### src/sv/chte_pkg.sv
package chte_pkg;

  localparam int Buckets    = 16;
  localparam int Entries    = 64;
  localparam int KeyBytes   = 8;
  localparam int ValueBits  = 32;
  localparam int BktW       = $clog2(Buckets);
  localparam int IdxW       = $clog2(Entries);
  localparam int PtrW       = IdxW + 1;
  localparam int CntW       = 7;
  localparam int QDepth     = 2;

  localparam logic [PtrW-1:0] NullPtr = PtrW'(Entries);

  typedef enum logic [1:0] {
    ACT_ADD     = 2'd0,
    ACT_REPLACE = 2'd1,
    ACT_LOOKUP  = 2'd2,
    ACT_REMOVE  = 2'd3
  } action_t;

  typedef enum logic [1:0] {
    ST_OK   = 2'd0,
    ST_MISS = 2'd1,
    ST_BAD  = 2'd2,
    ST_FULL = 2'd3
  } status_t;

  typedef struct packed {
    logic [1:0]     action;
    logic [63:0]    key;
    logic [3:0]     len;
    logic [31:0]    value;
    logic [31:0]    hash;
    logic           bad;
  } req_t;

  function automatic logic [63:0] key_mask(input logic [3:0] len);
    logic [63:0] m;
    m = '0;
    for (int i = 0; i < KeyBytes; i++) begin
      if (4'(i) < len) m[8*i +: 8] = 8'hff;
    end
    return m;
  endfunction

endpackage

### src/sv/chte_front.sv
module chte_front (
  input  logic                 clk,
  input  logic                 rst_n,
  input  logic                 start,
  output logic                 busy,
  input  logic [1:0]           in_action,
  input  logic [63:0]          in_key_bytes,
  input  logic [3:0]           in_key_length,
  input  logic [31:0]          in_new_value,
  output logic                 q_valid,
  output chte_pkg::req_t       q_data,
  input  logic                 q_pop
);
  import chte_pkg::*;

  typedef enum logic [1:0] {
    F_IDLE = 2'b01,
    F_HASH = 2'b10
  } fstate_t;

  fstate_t      st_r, st_nxt;
  req_t         cur_r, cur_nxt;
  logic [3:0]   step_r, step_nxt;
  req_t         q_mem_r [QDepth];
  logic         q_wptr_r, q_rptr_r;
  logic [1:0]   q_cnt_r;
  logic         push;
  logic [3:0]   eff_len;

  assign busy    = (st_r != F_IDLE);
  assign q_valid = (q_cnt_r != 2'd0);
  assign q_data  = q_mem_r[q_rptr_r];
  assign eff_len = (cur_r.len > 4'(KeyBytes)) ? 4'(KeyBytes) : cur_r.len;
  assign push    = (st_r == F_HASH) && (step_r == eff_len) && (q_cnt_r != 2'(QDepth));

  always_comb begin
    st_nxt   = st_r;
    cur_nxt  = cur_r;
    step_nxt = step_r;
    unique case (st_r)
      F_IDLE: begin
        if (start) begin
          cur_nxt.action = in_action;
          cur_nxt.len    = in_key_length;
          cur_nxt.key    = in_key_bytes & key_mask(in_key_length);
          cur_nxt.value  = in_new_value;
          cur_nxt.hash   = '0;
          cur_nxt.bad    = (in_key_length > 4'(KeyBytes)) ||
                           ((in_key_length == 4'd0) &&
                            ((in_action == ACT_ADD) || (in_action == ACT_REPLACE)));
          step_nxt       = '0;
          st_nxt         = F_HASH;
        end
      end
      F_HASH: begin
        if (step_r != eff_len) begin
          cur_nxt.hash = (cur_r.hash << 5) + cur_r.hash
                         + {24'd0, cur_r.key[{step_r[2:0], 3'd0} +: 8]};
          step_nxt     = step_r + 4'd1;
        end else if (push) begin
          st_nxt = F_IDLE;
        end
      end
      default: st_nxt = F_IDLE;
    endcase
  end

  always_ff @(posedge clk) begin
    if (!rst_n) begin
      st_r     <= F_IDLE;
      q_wptr_r <= 1'b0;
      q_rptr_r <= 1'b0;
      q_cnt_r  <= '0;
    end else begin
      st_r <= st_nxt;
      if (push) q_wptr_r <= ~q_wptr_r;
      if (q_pop) q_rptr_r <= ~q_rptr_r;
      q_cnt_r <= q_cnt_r + 2'(push) - 2'(q_pop);
    end
    cur_r  <= cur_nxt;
    step_r <= step_nxt;
    if (push) q_mem_r[q_wptr_r] <= cur_r;
  end

  assert property (@(posedge clk) disable iff (!rst_n) q_cnt_r <= 2'(QDepth))
    else $error("queue overflow");
  assert property (@(posedge clk) disable iff (!rst_n) push |-> st_r == F_HASH)
    else $error("push outside hash");
  assert property (@(posedge clk) disable iff (!rst_n) (q_cnt_r == 2'd0) |-> !q_pop)
    else $error("pop of empty queue");

endmodule

### config.mk
export PLATFORM = sky130hd
export DESIGN_NAME = chte_front
export DESIGN_NICKNAME = d
export VERILOG_FILES = /design/src/sv/chte_pkg.sv /design/src/sv/chte_front.sv
export SDC_FILE = /design/constraint.sdc
export NUM_CORES = 1
export LEC_CHECK = 0
export ABC_CLOCK_PERIOD_IN_PS = 9500
export BUFFER_PORTS_ARGS = -buffer_cell sky130_fd_sc_hd__buf_2
export CAP_MARGIN = 10
export CORE_AREA = 2 2 179 181
export DETAILED_ROUTE_END_ITERATION = 10
export DIE_AREA = 0 0 181 183
export PLACE_DENSITY = 0.84
export SYNTH_ARGS = -nofsm -noshare
export SYNTH_HDL_FRONTEND = slang
export SYNTH_SLANG_ARGS = --single-unit
### constraint.sdc
create_clock -name clk -period 9.5 [get_ports clk]
set_input_delay 0.95 -clock clk [delete_from_list [all_inputs] [get_ports clk]]
set_output_delay 0.95 -clock clk [all_outputs]
set_load 0.005 [all_outputs]
# Word-level counts from Yosys, hierarchy flattened
# Memory sizes are Yosys's and may differ from the RTL's. A register that Yosys moved wholly into a read port is not among the register bits.
# Cells that the tools add are included.
dict set report word_totals {
  reg_bits 145
  memories 1
  out_inout_bits 137
  in_bits 106
  word_cells 93
  ramBits 270
}
dict set report classes {
  n_mux 39
  shift 1
  bitwise_logic 3
  n_addsub 5
  magnitude_cmp 10
  eq_ne 11
  reduce_logical 12
}
# name words word_bits rd rd_ports_with_merged_regs wr line
set memory_table {}
lappend memory_table {q_mem_r 2 135 1 1 1 chte_front.sv:24} ;# req_t q_mem_r [QDepth];
# cell n
set op_table {}
lappend op_table {{$mux 8} 24}
lappend op_table {{$and 64x64->64} 1}
lappend op_table {{$pmux 32 s2} 1}
lappend op_table {{$shiftx 64x7->8} 1}
lappend op_table {{$mux 33} 1}
lappend op_table {{$add 32x32->32} 1}
lappend op_table {{$add 32x8->32} 1}
lappend op_table {{$mux 32} 1}
lappend op_table {{$lt 3x4->1 const A} 4}
lappend op_table {{$mux 4} 3}
lappend op_table {{$gt 4x4->1 const B} 2}
lappend op_table {{$lt 1x4->1 const A} 2}
lappend op_table {{$lt 2x4->1 const A} 2}
lappend op_table {{$ne 2x2->1 const B} 4}
lappend op_table {{$pmux 4 s2} 1}
lappend op_table {{$mux 2} 3}
lappend op_table {{$reduce_and 3->1} 2}
lappend op_table {{$add 4x1->4 const B} 1}
lappend op_table {{$eq 2x1->1 const B} 2}
lappend op_table {{$eq 4x4->1} 1}
lappend op_table {{$logic_not 4->1} 1}
lappend op_table {{$mux 1} 4}
lappend op_table {{$ne 2x1->1 const B} 2}
lappend op_table {{$ne 4x4->1} 1}
lappend op_table {{10 further kinds} 15}

# Depth between registers and ports, before layout
dict set report depth {
  ltp_word 8
  depth_mapped 14
  depth_no_buf 12
}

# Worst setup path after synthesis
# OpenSTA, ideal clock, no wires.
dict set report synth_timing {
  path_type {reg2reg}
  startpoint {register step_r[1]}
  endpoint {memory q_mem_r[0][0] (netlist bit) (enable)}
  synth_period_minus_slack_ps 7769
  t_arrival_ps 7136
  required_time_ps 8867
  stages_incl_launch_ff 8
  setup_ps 633
  setup_slack_ps 1731
  path_cell_list {edfxtp_1 -> clkbuf_1 -> xnor2_1 -> nand3_1 -> o31ai_1 -> a21boi_0 -> nand2_1 -> nor2_1}
}
dict set report synth_via {
  elab_chain_cells 5
}
# element line
set synth_rtl {}
lappend synth_rtl {{start, declared} chte_front.sv:23} ;# logic [3:0] step_r, step_nxt;
lappend synth_rtl {{start signal, assigned} chte_front.sv:81} ;# step_r <= step_nxt;
lappend synth_rtl {{$eq 4x4->1} chte_front.sv:34} ;# assign push = (st_r == F_HASH) && (step_r == eff_len) && (q_cnt_r != 2'(QDepth));
lappend synth_rtl {{$logic_and 1x1->1 (2 in a row)} chte_front.sv:34}
lappend synth_rtl {{$mux 1} chte_front.sv:82} ;# if (push) q_mem_r[q_wptr_r] <= cur_r;
lappend synth_rtl {{$mux 1 (implied by the code)} chte_front.sv:82}
lappend synth_rtl {{end, declared} chte_front.sv:24}
# Every way passes these cells.

==> results.tsv <==
stage	metric	value	unit
status	outcome	finished, final reports clean	
placement	io_buffers	242	
setup_path	end_kind	flop	
floorplan	rows	65	
synthesis	seq_area_frac_synth	71.0	%
route	viasPerCell	5.72	
placement	place_inst	1649	
cts	cts_buffer_depth	3	
synthesis	synth_edf_count	409	
route	vias	9856	
synthesis	async_flop_share	0	%
synthesis	yosysTopAreaCell	edfxtp_1	
final_layout	n_antenna_cell	0	
pwr	p_per_area	204	nW/um2
setup_path	rr_startpoint	step_r[1]	
cts	cts-root-buf	clkbuf_16	
synthesis	syn_area	17500	um2
sta	period_share	47.3	%
cts	numCtsBuffers	41	
placement	hpwl	25.0	mm
grt	grt_max_degree	78	
cts	cts_tree	done	
setup_path	crit_arrival	4.87	ns
setup_path	cp_top_family	compound AO/OA/AOI/OAI gates	
floorplan	die_x	181	um
final_layout	drive_gt1_share	37.0	%
floorplan	initial_utilization	56.1	%
placement	place_area	19200	um2
placement	gp_congestion	0.891	
sta	relSlewSlack	15.3	%
cts	post_cts_buffers	0	
synthesis	avgSynthCellArea	16.9	um2
final_layout	synthToLayoutAreaGrowth	17.0	%
synthesis	syn_inst	1035	
sta	rsz0062_at_grt	no	
grt	gr-total-overflow	0	
pwr	power_frac_comb	11.3	%
setup_path	slowest_delay	0.95	ns
cts	cts_resized	0	
cts	insertion_delay	0.55	ns
route	wirelength	37.0	mm
final_layout	nets	1461	
cts	cts.sinks	416	
sta	tns	0	ns
grt	grt_pass1_vias	10000	
synthesis	synth-seq-cells	416	
setup_path	path_buf_inv	1	
route	drt_iter0_drc	943	
grt	antenna_found_initial	1	
pwr	clkPwrFrac	37.3	%
pwr	seq_power_share	51.3	%
synthesis	ys_warn_count	0	
sta	slew_violations	0	
final_layout	final_cells	1724	
grt	grt_usage	22.3	%
cts	h-tree-depth	2	
setup_path	path_common_cell	mux2i_1	
synthesis	synthTopCellsByArea	edfxtp_1, mux2_2, ha_1	
setup_path	path_cells	mux4_2, mux2i_1, fa_1, inv_1, ha_1, a21oi_1, o211ai_1, and2_1, a221oi_1, o21ai_1, a21boi_1, mux2i_1	
synthesis	synth_top_area_share	70.2	%
pwr	power_switching	1.00	mW
setup_path	cp-startpoint	step_r[1]	
pwr	internal_power	3.18	mW
pwr	p_leak	7.50	nW
sta	max_clock_freq	223	MHz
synthesis	synthFlopType	edfxtp_1	
sta	finalCriticalPeriod	4.49	ns
sta	finClkSkew	0.0324	ns
floorplan	dieArea	33100	um2
sta	finalHoldViolCount	0	
final_layout	fillers	2158	
pwr	p_sw_share	23.9	%
synthesis	synth.most_common_cell	edfxtp_1	
route	dr.pass1.iters	5	
grt	grt_pass1_wl	56.7	mm
route	drc	0	
setup_path	worstSetupPathType	flop to flop	
floorplan	pin_count	243	
cts	cts.clk_slew.worst_paths	0.06	ns
setup_path	startpoint_type	flop	
floorplan	die_h	183	um
sta	setup_violations	0	
synthesis	syn-num-nets	1206	
floorplan	core_area	31200	um2
setup_path	cp.required	9.88	ns
worst_hold_path	hold_class	flop to flop	
flow_run	maxCapViolations	0	
cts	ctsHoldBuffers	0	
route	wl_per_cell	21.4	um
setup_path	worstPathMaxFanout	20	
final_layout	final_area	20500	um2
route	ant_nets	0	
worst_hold_path	min_from	cur_r[39]	
synthesis	synth_cell_types	56	
synthesis	synth_commonest_cells	edfxtp_1, mux2_2, ha_1	
sta	max_slew.worst_pin.slew	1.26	ns
pwr	irDropWorstVdd	0.165	mV
setup_path	crit_path_top_delay_cell	edfxtp_1	
[layout by cell type, fill, tap and decap left out, drive strengths merged, types with 6 or more instances in the layout]
cell	n
clkinv	21
xor2	13
dfxtp	7
nand3	12
nor3	13
inv	18
ha	61
nand4	8
nand2	23
edfxtp	409
mux2	142
nor2	44
and3	7
o21ai	24
a21oi	28
mux4	16
xnor2	20
o21bai	6
and2	36
buf	252
a21o	10
nand2b	6
nor2b	44
clkbuf	45
[area by class of cell]
class                      instances  area [um2]  share of cell area, %
tap                              402         503                   2.46
timing repair buffer             252        1290                   6.28
clock inverter                    30         250                   1.22
inverter                          14        55.1                  0.269
sequential                       416       12400                   60.7
clock buffer                      45        1060                   5.19
multi-input combinational        565        4890                   23.9
[power by group through the flow]
stage	clock, mW	sequential, mW	combinational (mW)
after global routing	1.66	2.15	0.520
after global placement	0	2.18	0.457
final	1.56	2.15	0.474
after CTS	1.59	2.15	0.473
after floorplan	0	2.15	0.339
after detailed placement	0	2.19	0.469
[registers in the layout, summed over array words and instances, names as in the netlist, named ones only]
register  count
q_cnt_r       2
q_rptr_r      1
step_r        4
q_wptr_r      1
st_r          2
q_mem_r     270
cur_r       135
[routing by layer]
layer	track usage [%]	vias up	wire, um
met1	30.6	4893	15500
met2	37.2	427	18000
li1	-	4487	-
met3	4.11	49	2730
met5	0	-	0
met4	5.69	0	748
[path summary, 6_finish.rpt]
check | to | depth (start not counted) | slack, ns
max | cur_r[21] | 12 | 5.01
min | q_mem_r[1][39] | 0 | 0.45
max reg2reg | cur_r[21] | 12 | 5.01
min reg2reg | q_mem_r[1][39] | 0 | 0.45
[through the flow]
stage                     worst slack, ns  hold WS, ns  power (mW)  utilization [%]
after floorplan                      1.73        0.421        2.49                -
after global placement               5.26        0.422        2.64             61.4
after detailed placement             5.10        0.433        2.65             61.4
after CTS                            5.02        0.447        4.21             65.6
after global routing                 4.87        0.457        4.33             65.6
final                                5.01        0.445        4.18             65.6
[logic make-up after synthesis]
logic type      synth area share (%)
xor+xnor                        1.65
mux                             11.3
fa+ha+maj                       4.82
buf+inv                         1.18
simple gates                    6.30
flops                           71.0
compound gates                  3.79
(Power assumes the default switching activity.)
